File: src/rtl/cbdr_pkg.sv
`default_nettype none
package cbdr_pkg;

	localparam int unsigned CoordW = 16;
	localparam int unsigned GlyphW = 21;
	localparam int unsigned ColorW = 24;
	localparam int unsigned AttrW = 8;
	localparam int unsigned ApbDataW = 32;
	localparam int unsigned ApbAddrW = 4;

	// Result queue; one finish item can push two rectangles at once.
	localparam int unsigned OfifoDepth = 4;
	localparam int unsigned OfifoPtrW = $clog2(OfifoDepth);
	localparam int unsigned OfifoCntW = $clog2(OfifoDepth + 1);

	typedef logic [CoordW-1:0] coord_t;

	// Register indexes, taken from paddr[3:2].
	typedef enum logic [1:0] {
		REG_OLD_WIDTH = 2'd0,
		REG_OLD_HEIGHT = 2'd1,
		REG_NEW_WIDTH = 2'd2,
		REG_NEW_HEIGHT = 2'd3
	} reg_idx_t;

	typedef enum logic {
		FUNC_COMPARE = 1'b0,
		FUNC_FINISH = 1'b1
	} func_t;

	typedef struct packed {
		coord_t old_width;
		coord_t old_height;
		coord_t new_width;
		coord_t new_height;
	} cfg_t;

	typedef struct packed {
		coord_t x;
		coord_t y;
		coord_t w;
		coord_t h;
		logic   last;
	} rect_t;

	typedef struct packed {
		logic  push0;
		logic  push1;
		rect_t rect0;
		rect_t rect1;
	} push_t;

endpackage
`default_nettype wire

File: src/rtl/cbdr_cfg.sv
`default_nettype none
module cbdr_cfg
	import cbdr_pkg::*;
(
	input  wire logic                clk,
	input  wire logic                arst_n,
	input  wire logic                psel,
	input  wire logic                penable,
	input  wire logic                pwrite,
	input  wire logic [ApbAddrW-1:0] paddr,
	input  wire logic [ApbDataW-1:0] pwdata,
	output logic      [ApbDataW-1:0] prdata,
	output logic                     pready,
	output cfg_t                     cfg
);

	cfg_t    cfg_q;
	logic    wr_en;
	reg_idx_t idx;
	coord_t  rd_val;

	assign pready = 1'b1;
	assign wr_en = psel && penable && pwrite;
	assign idx = reg_idx_t'(paddr[3:2]);
	assign cfg = cfg_q;

	always_ff @(posedge clk or negedge arst_n) begin
		if (!arst_n) begin
			cfg_q <= '0;
		end else if (wr_en) begin
			case (idx)
				REG_OLD_WIDTH: cfg_q.old_width <= pwdata[CoordW-1:0];
				REG_OLD_HEIGHT: cfg_q.old_height <= pwdata[CoordW-1:0];
				REG_NEW_WIDTH: cfg_q.new_width <= pwdata[CoordW-1:0];
				REG_NEW_HEIGHT: cfg_q.new_height <= pwdata[CoordW-1:0];
				default: cfg_q <= cfg_q;
			endcase
		end
	end

	always_comb begin
		case (idx)
			REG_OLD_WIDTH: rd_val = cfg_q.old_width;
			REG_OLD_HEIGHT: rd_val = cfg_q.old_height;
			REG_NEW_WIDTH: rd_val = cfg_q.new_width;
			REG_NEW_HEIGHT: rd_val = cfg_q.new_height;
			default: rd_val = '0;
		endcase
		prdata = {{(ApbDataW - CoordW){1'b0}}, rd_val};
	end

endmodule
`default_nettype wire

File: src/rtl/cbdr_run.sv
`default_nettype none
module cbdr_run
	import cbdr_pkg::*;
(
	input  wire logic clk,
	input  wire logic arst_n,
	input  wire cfg_t cfg,
	input  wire logic en,
	input  wire logic func_s1,
	input  wire logic diff_s1,
	output push_t     push
);

	coord_t col_q, row_q, begin_q;
	logic   open_q;

	coord_t col_d, row_d, begin_d;
	logic   open_d;

	coord_t w, h, begin_eff;
	logic   rows_added, cols_added, last_col;
	rect_t  rect_rows, rect_cols, rect_run;

	always_comb begin
		w = (cfg.old_width < cfg.new_width) ? cfg.old_width : cfg.new_width;
		h = (cfg.old_height < cfg.new_height) ? cfg.old_height : cfg.new_height;
		rows_added = cfg.new_height > cfg.old_height;
		cols_added = cfg.new_width > cfg.old_width;
		last_col = col_q == (w - coord_t'(1));
		begin_eff = open_q ? begin_q : col_q;

		rect_rows.x = '0;
		rect_rows.y = h;
		rect_rows.w = cfg.new_width;
		rect_rows.h = cfg.new_height - cfg.old_height;
		rect_rows.last = !cols_added;

		rect_cols.x = w;
		rect_cols.y = '0;
		rect_cols.w = cfg.new_width - cfg.old_width;
		rect_cols.h = h;
		rect_cols.last = 1'b1;

		// A matching cell closes the run before the current column; a run that
		// reaches the last column closes including it.
		rect_run.x = begin_eff;
		rect_run.y = row_q;
		rect_run.w = (!diff_s1 && open_q) ? (col_q - begin_q) : (w - begin_eff);
		rect_run.h = coord_t'(1);
		rect_run.last = 1'b1;

		col_d = col_q;
		row_d = row_q;
		begin_d = begin_q;
		open_d = open_q;
		push.push0 = 1'b0;
		push.push1 = 1'b0;
		push.rect0 = rect_run;
		push.rect1 = rect_cols;

		if (func_t'(func_s1) == FUNC_FINISH) begin
			push.push0 = rows_added || cols_added;
			push.push1 = rows_added && cols_added;
			push.rect0 = rows_added ? rect_rows : rect_cols;
			col_d = '0;
			row_d = '0;
			begin_d = '0;
			open_d = 1'b0;
		end else if (w == '0 || row_q >= h) begin
			// Cell past the overlap: nothing changes.
		end else if (col_q >= w) begin
			col_d = '0;
			row_d = row_q + coord_t'(1);
			begin_d = '0;
			open_d = 1'b0;
		end else begin
			push.push0 = (!diff_s1 && open_q) || (diff_s1 && last_col);
			if (last_col) begin
				col_d = '0;
				row_d = row_q + coord_t'(1);
				begin_d = '0;
				open_d = 1'b0;
			end else begin
				col_d = col_q + coord_t'(1);
				open_d = diff_s1;
				begin_d = diff_s1 ? begin_eff : '0;
			end
		end

		if (!en) begin
			push.push0 = 1'b0;
			push.push1 = 1'b0;
		end
	end

	always_ff @(posedge clk or negedge arst_n) begin
		if (!arst_n) begin
			col_q <= '0;
			row_q <= '0;
			begin_q <= '0;
			open_q <= 1'b0;
		end else if (en) begin
			col_q <= col_d;
			row_q <= row_d;
			begin_q <= begin_d;
			open_q <= open_d;
		end
	end

endmodule
`default_nettype wire

File: src/rtl/cbdr_ofifo.sv
`default_nettype none
module cbdr_ofifo
	import cbdr_pkg::*;
(
	input  wire logic  clk,
	input  wire logic  arst_n,
	input  wire push_t push,
	input  wire logic  pop,
	output logic       room,
	output logic       valid,
	output rect_t      head
);

	rect_t                mem_q [OfifoDepth];
	logic [OfifoPtrW-1:0] wr_ptr_q, rd_ptr_q;
	logic [OfifoCntW-1:0] cnt_q;
	logic                 do_pop;
	logic [OfifoPtrW-1:0] wr_ptr_p1;

	assign valid = cnt_q != '0;
	assign do_pop = pop && valid;
	assign head = mem_q[rd_ptr_q];
	// Room for two pushes regardless of what the receiver does this cycle.
	assign room = cnt_q <= OfifoCntW'(OfifoDepth - 2);
	assign wr_ptr_p1 = wr_ptr_q + OfifoPtrW'(1);

	always_ff @(posedge clk) begin
		if (push.push0) begin
			mem_q[wr_ptr_q] <= push.rect0;
		end
		if (push.push1) begin
			mem_q[wr_ptr_p1] <= push.rect1;
		end
	end

	always_ff @(posedge clk or negedge arst_n) begin
		if (!arst_n) begin
			wr_ptr_q <= '0;
			rd_ptr_q <= '0;
			cnt_q <= '0;
		end else begin
			wr_ptr_q <= wr_ptr_q + OfifoPtrW'(push.push0) + OfifoPtrW'(push.push1);
			if (do_pop) begin
				rd_ptr_q <= rd_ptr_q + OfifoPtrW'(1);
			end
			cnt_q <= cnt_q + OfifoCntW'(push.push0) + OfifoCntW'(push.push1)
				- OfifoCntW'(do_pop);
		end
	end

endmodule
`default_nettype wire

File: src/rtl/cell_buffer_dirty_run_finder_core.sv
// Dirty-run finder for a character-cell frame buffer.
// The APB port sets old and new width and height (byte addresses 0, 4, 8, 12).
// The input channel takes one cell pair per transfer in raster order over the
// overlap of the two buffers, or a finish item that ends the frame. The output
// channel carries dirty rectangles; last marks the final one of an item.
// A compare item yields at most one rectangle, a finish item up to two.
// Each item is held in the input register; its rectangles then pass through the
// run tracking stage into the output queue. Throughput: one item per cycle while
// the output queue has room for two entries, and the queue drains one rectangle
// per cycle while the receiver does not stall.
// Reset clears the size registers, the column and row counters, the open run
// and the output queue; the block accepts items right after reset.
// When the receiver stalls, results collect in a four-entry queue and the
// input side stalls once fewer than two entries are free; nothing is lost.
`default_nettype none
module cell_buffer_dirty_run_finder_core
	import cbdr_pkg::*;
(
	input  wire logic                clk,
	input  wire logic                arst_n,
	input  wire logic                psel,
	input  wire logic                penable,
	input  wire logic                pwrite,
	input  wire logic [ApbAddrW-1:0] paddr,
	input  wire logic [ApbDataW-1:0] pwdata,
	output logic      [ApbDataW-1:0] prdata,
	output logic                     pready,
	input  wire logic                in_valid,
	output logic                     in_stall,
	input  wire logic                func,
	input  wire logic [GlyphW-1:0]   old_glyph,
	input  wire logic [GlyphW-1:0]   new_glyph,
	input  wire logic [ColorW-1:0]   old_fg,
	input  wire logic [ColorW-1:0]   new_fg,
	input  wire logic [ColorW-1:0]   old_bg,
	input  wire logic [ColorW-1:0]   new_bg,
	input  wire logic [AttrW-1:0]    old_attr,
	input  wire logic [AttrW-1:0]    new_attr,
	output logic                     out_valid,
	input  wire logic                out_stall,
	output logic      [CoordW-1:0]   rect_x,
	output logic      [CoordW-1:0]   rect_y,
	output logic      [CoordW-1:0]   rect_w,
	output logic      [CoordW-1:0]   rect_h,
	output logic                     last
);

	cfg_t  cfg;
	push_t push;
	rect_t head;
	logic  valid_s1, func_s1, diff_s1;
	logic  room, adv, accept, diff;

	cbdr_cfg u_cfg (
		.clk    (clk),
		.arst_n (arst_n),
		.psel   (psel),
		.penable(penable),
		.pwrite (pwrite),
		.paddr  (paddr),
		.pwdata (pwdata),
		.prdata (prdata),
		.pready (pready),
		.cfg    (cfg)
	);

	// Of the cell pair, only whether the cells differ is kept in the input register.
	assign diff = (old_glyph != new_glyph) || (old_fg != new_fg)
		|| (old_bg != new_bg) || (old_attr != new_attr);

	assign adv = valid_s1 && room;
	assign in_stall = valid_s1 && !room;
	assign accept = in_valid && !in_stall;

	always_ff @(posedge clk or negedge arst_n) begin
		if (!arst_n) begin
			valid_s1 <= 1'b0;
		end else if (accept) begin
			valid_s1 <= 1'b1;
		end else if (adv) begin
			valid_s1 <= 1'b0;
		end
	end

	always_ff @(posedge clk) begin
		if (accept) begin
			func_s1 <= func;
			diff_s1 <= diff;
		end
	end

	cbdr_run u_run (
		.clk    (clk),
		.arst_n (arst_n),
		.cfg    (cfg),
		.en     (adv),
		.func_s1(func_s1),
		.diff_s1(diff_s1),
		.push   (push)
	);

	cbdr_ofifo u_ofifo (
		.clk   (clk),
		.arst_n(arst_n),
		.push  (push),
		.pop   (!out_stall),
		.room  (room),
		.valid (out_valid),
		.head  (head)
	);

	assign rect_x = head.x;
	assign rect_y = head.y;
	assign rect_w = head.w;
	assign rect_h = head.h;
	assign last = head.last;

endmodule
`default_nettype wire

File: config.mk
export PLATFORM = sky130hd
export DESIGN_NAME = cell_buffer_dirty_run_finder_core
export DESIGN_NICKNAME = d
export VERILOG_FILES = /design/src/rtl/cbdr_pkg.sv /design/src/rtl/cbdr_cfg.sv /design/src/rtl/cbdr_run.sv /design/src/rtl/cbdr_ofifo.sv /design/src/rtl/cell_buffer_dirty_run_finder_core.sv
export SDC_FILE = /design/constraint.sdc
export NUM_CORES = 1
export LEC_CHECK = 0
export BUFFER_PORTS_ARGS = -buffer_cell sky130_fd_sc_hd__buf_2
export CORE_MARGIN = 4
export CORE_UTILIZATION = 50
export DETAILED_ROUTE_END_ITERATION = 8
export GPL_ROUTABILITY_DRIVEN = 0
export PLACE_DENSITY = 0.7
export SYNTH_ARGS = -nofsm -noshare
export SYNTH_HDL_FRONTEND = slang
export SYNTH_SLANG_ARGS = --single-unit
File: constraint.sdc
create_clock -name clk -period 7.3 [get_ports clk]
set_clock_uncertainty 0.2 [all_clocks]
set_input_delay 0 -clock clk [delete_from_list [all_inputs] [get_ports clk]]
set_output_delay 0 -clock clk [all_outputs]
set_load 0.005 [all_outputs]
==> reports/metrics.csv, run 1 <==
metric,value,unit
status,finished clean,
Core Area,46650,um^2
peak supply drop,0.0001645,V
Seq cells post-synth,383,
CTS sink cnt,383,
Die W,225.4,um
# IOs,298,
CP top delay family,compound AO/OA/AOI/OAI gates,
worst-skew pair later-pin latency,0.58,ns
Detailed Place HPWL,55390,um
combinational power share,0.504,
vias in the first global route,19530,
routed vias,19730,
DRC violations left,0,
Max Cap Violations,0,
gr usage total,0.2905,
period utilization,0.9662,
Pre-Repair DR Iteration Count,6,
Worst Setup End Kind,flip-flop,
"Cell Area, Synth",23630,um^2
xor and xnor area share after synthesis,0.05963,
post-synthesis cell count,2196,
CTS tree,built,
final hold viol count,0,
largest fanout on the critical path,48,
Synth Area in Compound Gates,0.1495,
Longest Clk Path Bufs,3,
Final Worst Setup Slack,0.2470,ns
share of cells above drive strength 1,0.2308,
Routed Antenna Nets,0,
sequential power share,0.289,
Post-synth ARST share,0.3159,
largest net degree at the start of global routing,82,
area delta synth->final,16.57,%
minimum clock period,7.053,ns
post-synthesis adder-cell area fraction,0.05772,
drt total wl,75710,um
CTS buffer count,40,
Psw,4.320,mW
Net Sw Frac,0.4253,
NumNets Final,2790,
Max-slew headroom,0.1904,
Initial Util,0.5064,
Synth Area in Simple Gates,0.1055,
Wirelength per Cell,24.22,um
slowest CP cell,or4_4,
GR Overflow Total,0,
clock share of power,0.207,
final setup fails,0,
synth warn,0,
synthesized area per cell,10.76,um^2
"Reg clk slew, reported paths",0.06,ns
PD cells,368.8,nW/um^2
Final Cell Area,27540,um^2
die area,50800,um^2
fin cells,3126,
Critical Path AT,7.26,ns
Die Y-Extent,225.4,um
worst setup path class,flip-flop to flip-flop,
Via density,6.311,
largest stage delay on the critical path,0.56,ns
"Data required, critical path",7.51,ns
Lkg Pwr,11.55,nW
Placed Area,25710,um^2
clk root buf,clkbuf_16,
final core occ,0.5904,
first-pass GRT wire length,113500,um
Post-synth EDFFs,194,
row count,79,
fmax,141.8,MHz
largest family of logic cells by synthesized area,compound AO/OA/AOI/OAI gates,
P_int,5.837,mW
cell repeated most along the worst path,a21o_1,
distinct cell type count after synthesis,83,
CTS H-tree lvls,2,
Buf/Inv on CP,5,
DP Cell Count,3006,
most used flip-flop cell after synthesis,edfxtp_1,
pre-CTS WS,0.1858,ns
post-synthesis mux area share,0.1459,
initial antenna violation count,2,
hold crit path type,input port to flip-flop,
Starting DRT DRC Count,2433,
"Seq/Total Area, Yosys",0.4323,
crit start category,flip-flop,
number of port buffers,262,
worst-margin pin slew,1.213,ns
Max Slew Vio Count,0,
==> area by class of cell <==
class	count	area, um^2
fill	3887	19110
multi-input combinational	1568	12400
sequential	383	10220
timing repair buffer	375	2379
clock buffer	56	1122
tap	607	759.5
inverter	118	442.9
clock inverter	17	214.0
antenna	2	5.005
==> worst paths after layout <==
path                                      start              endpoint  slack, ns  depth (start not counted)
setup / recovery                   u_cfg.cfg[0]  u_ofifo.mem_q[2][16]       0.25                         30
hold / removal                             psel         u_cfg.cfg[34]       0.04                          5
setup reg to reg                   u_cfg.cfg[0]  u_ofifo.mem_q[2][16]       0.25                         30
hold reg to reg            u_ofifo.mem_q[2][42]  u_ofifo.mem_q[2][42]       0.26                          2
max in group asynchronous                arst_n         u_cfg.cfg[26]       5.52                          4
min in group asynchronous                arst_n     u_run.begin_q[12]       0.36                          4
==> metal layers <==
metal / routed length, um / GRT usage
met5: 0 / 0
met4: 3665 / 0.1320
met1: 28940 / 0.3772
met3: 7154 / 0.05354
met2: 35960 / 0.4768
==> synth_stat cells, drive strengths merged (38+ instances only) <==
library cell | n | share of area
nand2 | 213 | 0.035
edfxtp | 194 | 0.25
o22ai | 142 | 0.038
dfrtp | 121 | 0.13
inv | 116 | 0.018
mux2i | 107 | 0.050
ha | 101 | 0.053
o21ai | 99 | 0.021
xnor2 | 95 | 0.035
nor2 | 93 | 0.015
a21oi | 88 | 0.019
clkbuf | 82 | 0.013
mux4 | 81 | 0.077
dfxtp | 68 | 0.058
xor2 | 65 | 0.024
buf | 60 | 0.017
a22o | 56 | 0.021
nor3 | 47 | 0.010
mux2 | 38 | 0.018
==> logic make-up after synthesis <==
kind of cell | count (synthesis)
flops | 383
simple gates | 525
fa+ha+maj | 106
buf+inv | 260
compound gates | 534
other cells | 2
mux | 226
xor+xnor | 160
==> stage by stage <==
stage               total power [mW]   TNS [ns]  hold WS [ns]
finish                         10.16          0       0.03750
CTS                            10.01          0    0.00003814
floorplan                      6.162          0       -0.4956
global placement               7.740          0       -0.1573
detailed placement             7.881          0       -0.1411
global route                   10.65  -0.005271       0.04231
==> cells in the final DEF (no fill, tap or decap), types with 8 or more instances in the layout <==
cell           count
buf_2            261
nand2_1          205
edfxtp_1         194
o22ai_1          140
dfrtp_1          119
inv_1            115
ha_1             101
o21ai_0           96
mux2i_1           96
xnor2_1           95
nor2_1            91
a21oi_1           83
mux4_2            81
dfxtp_1           68
xor2_1            64
buf_4             64
a22o_1            56
nor3_1            45
clkbuf_16         41
dlygate4sd3_1     39
mux2_2            37
nand4_1           32
a31oi_1           29
a21o_1            23
or2_2             21
nand3_1           20
nor4_1            19
nor2b_1           18
conb_1            17
nand2b_1          16
and3_1            14
a211oi_1          12
and2_1            12
o2bb2ai_1         12
o211ai_1          11
clkbuf_1          11
mux2i_4            9
o21a_1             8
or3_1              8
==> tightest hold or removal path, stage by stage <==
cell	delay, ns
buf_2	0.10
nand4_1	0.20
nor2_2	0.26
nand2_1	0.13
o21ai_0	0.07
==> flip-flops by register name (all words and copies together) (netlist names) <==
signal,count
valid_s1,1
u_run.open_q,1
u_ofifo.rd_ptr_q,2
u_ofifo.cnt_q,3
u_cfg.cfg,64
u_ofifo.mem_q,260
diff_s1,1
u_ofifo.wr_ptr_q,2
func_s1,1
u_run.col_q,16
u_run.row_q,16
u_run.begin_q,16
==> power groups by stage <==
stage	logic [mW]	registers, mW	clock network [mW]
after floorplan	3.36	2.81	0
after global placement	4.79	2.95	0
after detailed placement	4.91	2.97	0
after CTS	4.96	2.93	2.12
after global routing	5.48	2.97	2.20
final	5.12	2.93	2.10
==> timing repair <==
item                                    CTS  global route
endpoints found under the setup margin    0           401
gates resized for setup                   0            10
hold buffers                             40             0
setup buffers                             0             5
hold endpoints to repair                114             0
Power figures use the tool's default switching activity.
==> run 2, diff against run 1 <==
- PLACE_DENSITY: 0.7 -> 0.67
- clock period: 7.3 -> 9.1 ns (I/O delays scaled with it)
==> reports/metrics.csv, run 2 (synthesis results as in run 1) <==
metric,value,unit
# IOs,298,
Max-slew headroom,0.08276,
gr usage total,0.2894,
cell repeated most along the worst path,o21ai_0,
NumNets Final,2748,
clk root buf,clkbuf_16,
Detailed Place HPWL,54760,um
GR Overflow Total,0,
peak supply drop,0.0001339,V
Max Cap Violations,0,
worst-skew pair later-pin latency,0.59,ns
Via density,6.257,
routed vias,19290,
die area,50800,um^2
CTS tree,built,
Die W,225.4,um
Core Area,46650,um^2
Routed Antenna Nets,0,
Critical Path AT,8.26,ns
initial antenna violation count,1,
Die Y-Extent,225.4,um
most frequent cells in the layout,"261 x buf_2, 205 x nand2_1, 194 x edfxtp_1",
share of cells above drive strength 1,0.2173,
RSZ-0062 raised after global routing,no,
largest net degree at the start of global routing,67,
Max Slew Vio Count,0,
"Most flops, register",u_ofifo.mem_q,
final setup fails,0,
Pre-Repair DR Iteration Count,7,
largest stage delay on the critical path,0.68,ns
worst-margin pin slew,1.359,ns
CTS H-tree lvls,2,
Filler cells,3864,
vias in the first global route,18780,
area delta synth->final,14.54,%
crit start category,flip-flop,
Initial Util,0.5064,
status,finished clean,
hold crit path type,input port to flip-flop,
drt total wl,75390,um
"Data required, critical path",9.16,ns
max FFs per register,260,
number of port buffers,262,
minimum clock period,8.194,ns
n_diodes,0,
Wirelength per Cell,24.45,um
worst setup path class,flip-flop to flip-flop,
PD cells,294.2,nW/um^2
CTS sink cnt,383,
slowest CP cell,o31ai_4,
Worst Setup End Kind,flip-flop,
Longest Clk Path Bufs,3,
final hold viol count,0,
row count,79,
"Reg clk slew, reported paths",0.06,ns
CTS buffer count,41,
CTS resizes,0,
worst hold margin,0.06012,ns
Starting DRT DRC Count,2040,
Total Neg Setup Slack,0,ns
first-pass GRT wire length,112600,um
fmax,122.0,MHz
largest fanout on the critical path,30,
power consumption,7.963,mW
Lkg Pwr,11.29,nW
period utilization,0.9004,
DRC violations left,0,
"most common cell after layout, fill and taps aside",buf_2,
==> run 2: changes by cell type in the layout (fill, tap and decap cells not counted), sizes merged <==
cell | before | now
clkinv | 13 | 19
diode | 2 | 0
bufinv | 4 | 1
clkbuf | 56 | 52
buf | 336 | 295
dlygate4sd3 | 39 | 37
inv | 118 | 116
clkinvlp | 0 | 5
==> run 2: metrics by stage <==
step                      setup slack [ns]  instance area (um^2)  std cells  utilization
after floorplan                      1.229                 23680       2211            -
after global placement               1.120                 25370       2971       0.5438
after detailed placement             1.046                 25370       2971       0.5438
after CTS                           0.9692                 27060       3083       0.5801
after global routing                0.4286                 27060       3083       0.5801
final                               0.9061                 27060       3083       0.5801
==> run 2: worst max-delay path: cells and delay by family (launching register included) <==
kind	cells	cell delay, ns
buffers and inverters	4	0.85
flip-flops	1	0.40
AND/OR/NAND/NOR	6	1.63
AO/OA/AOI/OAI	16	3.77
adder cells (fa/ha/maj)	3	0.93
==> run 2: final timing paths <==
kind / start / endpoint / slack (ns) / cells past startpoint
max: u_cfg.cfg[0] / u_ofifo.mem_q[0][52] / 0.91 / 29
min: out_stall / u_ofifo.rd_ptr_q[0] / 0.06 / 4
max reg2reg: u_cfg.cfg[0] / u_ofifo.mem_q[0][52] / 0.91 / 29
min reg2reg: u_ofifo.mem_q[3][44] / u_ofifo.mem_q[3][44] / 0.26 / 2
max in group asynchronous: arst_n / u_ofifo.rd_ptr_q[0] / 6.81 / 4
min in group asynchronous: arst_n / u_run.col_q[10] / 0.46 / 4
==> run 2: metal layers <==
metal | GRT usage | share of wire
met2 | 0.4691 | 0.47
met5 | 0 | 0
met3 | 0.05210 | 0.099
met4 | 0.1207 | 0.044
met1 | 0.3861 | 0.39
==> run 2: layout make-up <==
class                      instances  area (um^2)  share of cell area
inverter                         118        442.9             0.01637
timing repair buffer             332         1957             0.07231
clock inverter                    23        195.2            0.007212
clock buffer                      52         1129             0.04170
tap                              607        759.5             0.02806
sequential                       383        10220              0.3776
multi-input combinational       1568        12360              0.4567
==> run 2: power by group <==
part	internal, mW	switching (mW)
Clock	0.917	0.738
Combinational	1.50	2.46
Sequential	2.10	0.255
==> run 2: timing repair <==
item | in CTS | in global routing
setup buffers | 0 | 0
hold buffers | 37 | 0
endpoints found under the hold margin | 139 | 0
==> run 3, diff against run 2 <==
- SYNTH_HIERARCHICAL: unset -> 1
==> reports/metrics.csv, run 3 <==
metric,value,unit
pre-CTS WS,1.347,ns
worst reg2reg startpoint,u_cfg/cfg[32],
clk root buf,clkbuf_16,
slowest CP cell,or4_1,
DP Cell Count,3089,
die area,55660,um^2
worst hold margin,0.03688,ns
number of port buffers,262,
"Data required, critical path",9.35,ns
Hold Crit Start,pwdata[12],
"Seq/Total Area, Yosys",0.4195,
GR Overflow Total,0,
share of cells above drive strength 1,0.3226,
Wirelength per Cell,23.71,um
Max Slew Vio Count,0,
first-pass GRT wire length,114300,um
"Most flops, register",u_ofifo/mem_q,
Routed Antenna Nets,0,
Reg2Reg Setup Slack,1.16,ns
Max Cap Violations,0,
Via density,6.033,
Starting DRT DRC Count,1577,
cell repeated most along the worst path,o21ai_0,
minimum clock period,7.939,ns
worst-margin pin slew,1.387,ns
Detailed Place HPWL,54100,um
most frequent cells in the layout,"318 x mux2_2, 262 x edfxtp_1, 261 x buf_2",
Filler cells,4275,
fmax,126.0,MHz
PD cells,300.7,nW/um^2
CTS tree,built,
Post-synth EDFFs,262,
largest fanout on the critical path,16,
distinct cell type count after synthesis,92,
gr usage total,0.2629,
DRC violations left,0,
Core Area,51410,um^2
CTS H-tree lvls,2,
fin cells,3200,
peak supply drop,0.0001632,V
Final Worst Setup Slack,1.161,ns
Synth top area share,0.3029,
Max-slew headroom,0.06078,
drt total wl,75880,um
Critical Path AT,8.19,ns
Post-synth ARST share,0.3159,
Die Y-Extent,235.9,um
crit start category,flip-flop,
row count,83,
CTS sink cnt,383,
period utilization,0.8724,
"most common cell after layout, fill and taps aside",mux2_2,
max FFs per register,260,
setup bufs post-CTS,0,
most frequent cells after synthesis,"318 x mux2_2, 262 x edfxtp_1, 182 x nand2_1",
hold crit path type,input port to flip-flop,
Die W,235.9,um
area delta synth->final,12.97,%
Lkg Pwr,11.79,nW
Initial Util,0.5052,
final core occ,0.5708,
final hold viol count,0,
crit path launch,u_cfg/cfg[32],
final setup fails,0,
worst setup path class,flip-flop to flip-flop,
Longest Clk Path Bufs,3,
status,finished clean,
most used flip-flop cell after synthesis,edfxtp_1,
worst-skew pair later-pin latency,0.58,ns
Placed Area,27690,um^2
Pre-Repair DR Iteration Count,5,
"Reg clk slew, reported paths",0.06,ns
routed vias,19310,
dominant cells by area after synthesis,"edfxtp_1 30%, mux2_2 14%, dfrtp_1 12%",
power consumption,8.824,mW
synth warn,6,
Seq cells post-synth,383,
largest net degree at the start of global routing,71,
NumNets Final,2790,
CTS buffer count,42,
largest stage delay on the critical path,0.55,ns
Worst Setup End Kind,flip-flop,
Total Neg Setup Slack,0,ns
vias in the first global route,19560,
top cell type by total area after synthesis,edfxtp_1,
# IOs,298,
RSZ-0062 raised after global routing,no,
"Cell Area, Synth",25970,um^2
initial antenna violation count,2,
synthesized area per cell,11.62,um^2
post-synthesis cell count,2236,
Final Cell Area,29340,um^2
most common cell in the netlist,mux2_2,
## run 3: cell types whose count changed in the layout (fill, tap and decap cells not counted), sizes merged, moves of 40 or more
cell    delta
dfxtp     -68
nand3     +40
o22ai    -139
mux2     +290
mux2i     -72
a22o      -56
edfxtp    +68
## run 3: final cells by class
class	instances	area, um^2	share of cell area
antenna	3	7.507	0.0002559
clock buffer	51	1115	0.03799
clock inverter	24	186.4	0.006354
inverter	124	465.4	0.01586
multi-input combinational	1608	13890	0.4734
sequential	383	10900	0.3715
tap	680	850.8	0.02900
timing repair buffer	327	1927	0.06567
## run 3: kinds of logic after synthesis
logic type / share of synthesized area
XOR/XNOR: 0.04919
adder cells (fa/ha/maj): 0.05309
other: 0.0005779
multiplexers: 0.2287
AND/OR/NAND/NOR: 0.09842
buffers and inverters: 0.05299
flip-flops: 0.4195
AO/OA/AOI/OAI: 0.09751
## run 3: repair_timing
| action | in CTS | in global routing |
|---|---|---|
| resized for setup | 0 | 0 |
| hold endpoints to repair | 135 | 0 |
| hold buffers | 33 | 0 |
## run 3: metal layers
metal  routed length, um  global-route usage  vias to the layer above
met5                   0                   0                        -
met4                3153             0.09628                        0
met3                6291             0.06115                      177
met2               35640              0.4299                      833
met1               30790              0.3442                     9455
li1                    -                   -                     8841
## run 3: power breakdown
part	total (mW)	leakage, nW	internal (mW)	switching [mW]
combinational	4.54	7.21	1.93	2.61
clock	1.64	0.636	0.930	0.713
sequential	2.64	3.95	2.31	0.329
## run 3: worst paths after layout
path / endpoint / cells past startpoint
min in group asynchronous: u_cfg/cfg[23] / 4
max in group asynchronous: u_ofifo/rd_ptr_q[0] / 4
max reg2reg: u_ofifo/cnt_q[2] / 30
min reg2reg: u_run/begin_q[10] / 2
max: u_ofifo/cnt_q[2] / 30
min: u_cfg/cfg[44] / 3
## run 3: critical path: cells and delay by family, from the launching register on
kind	cells	cell delay, ns
compound gates	13	3.06
fa+ha+maj	6	2.04
simple gates	6	1.32
buf+inv	4	0.59
flops	1	0.45
xor+xnor	1	0.13
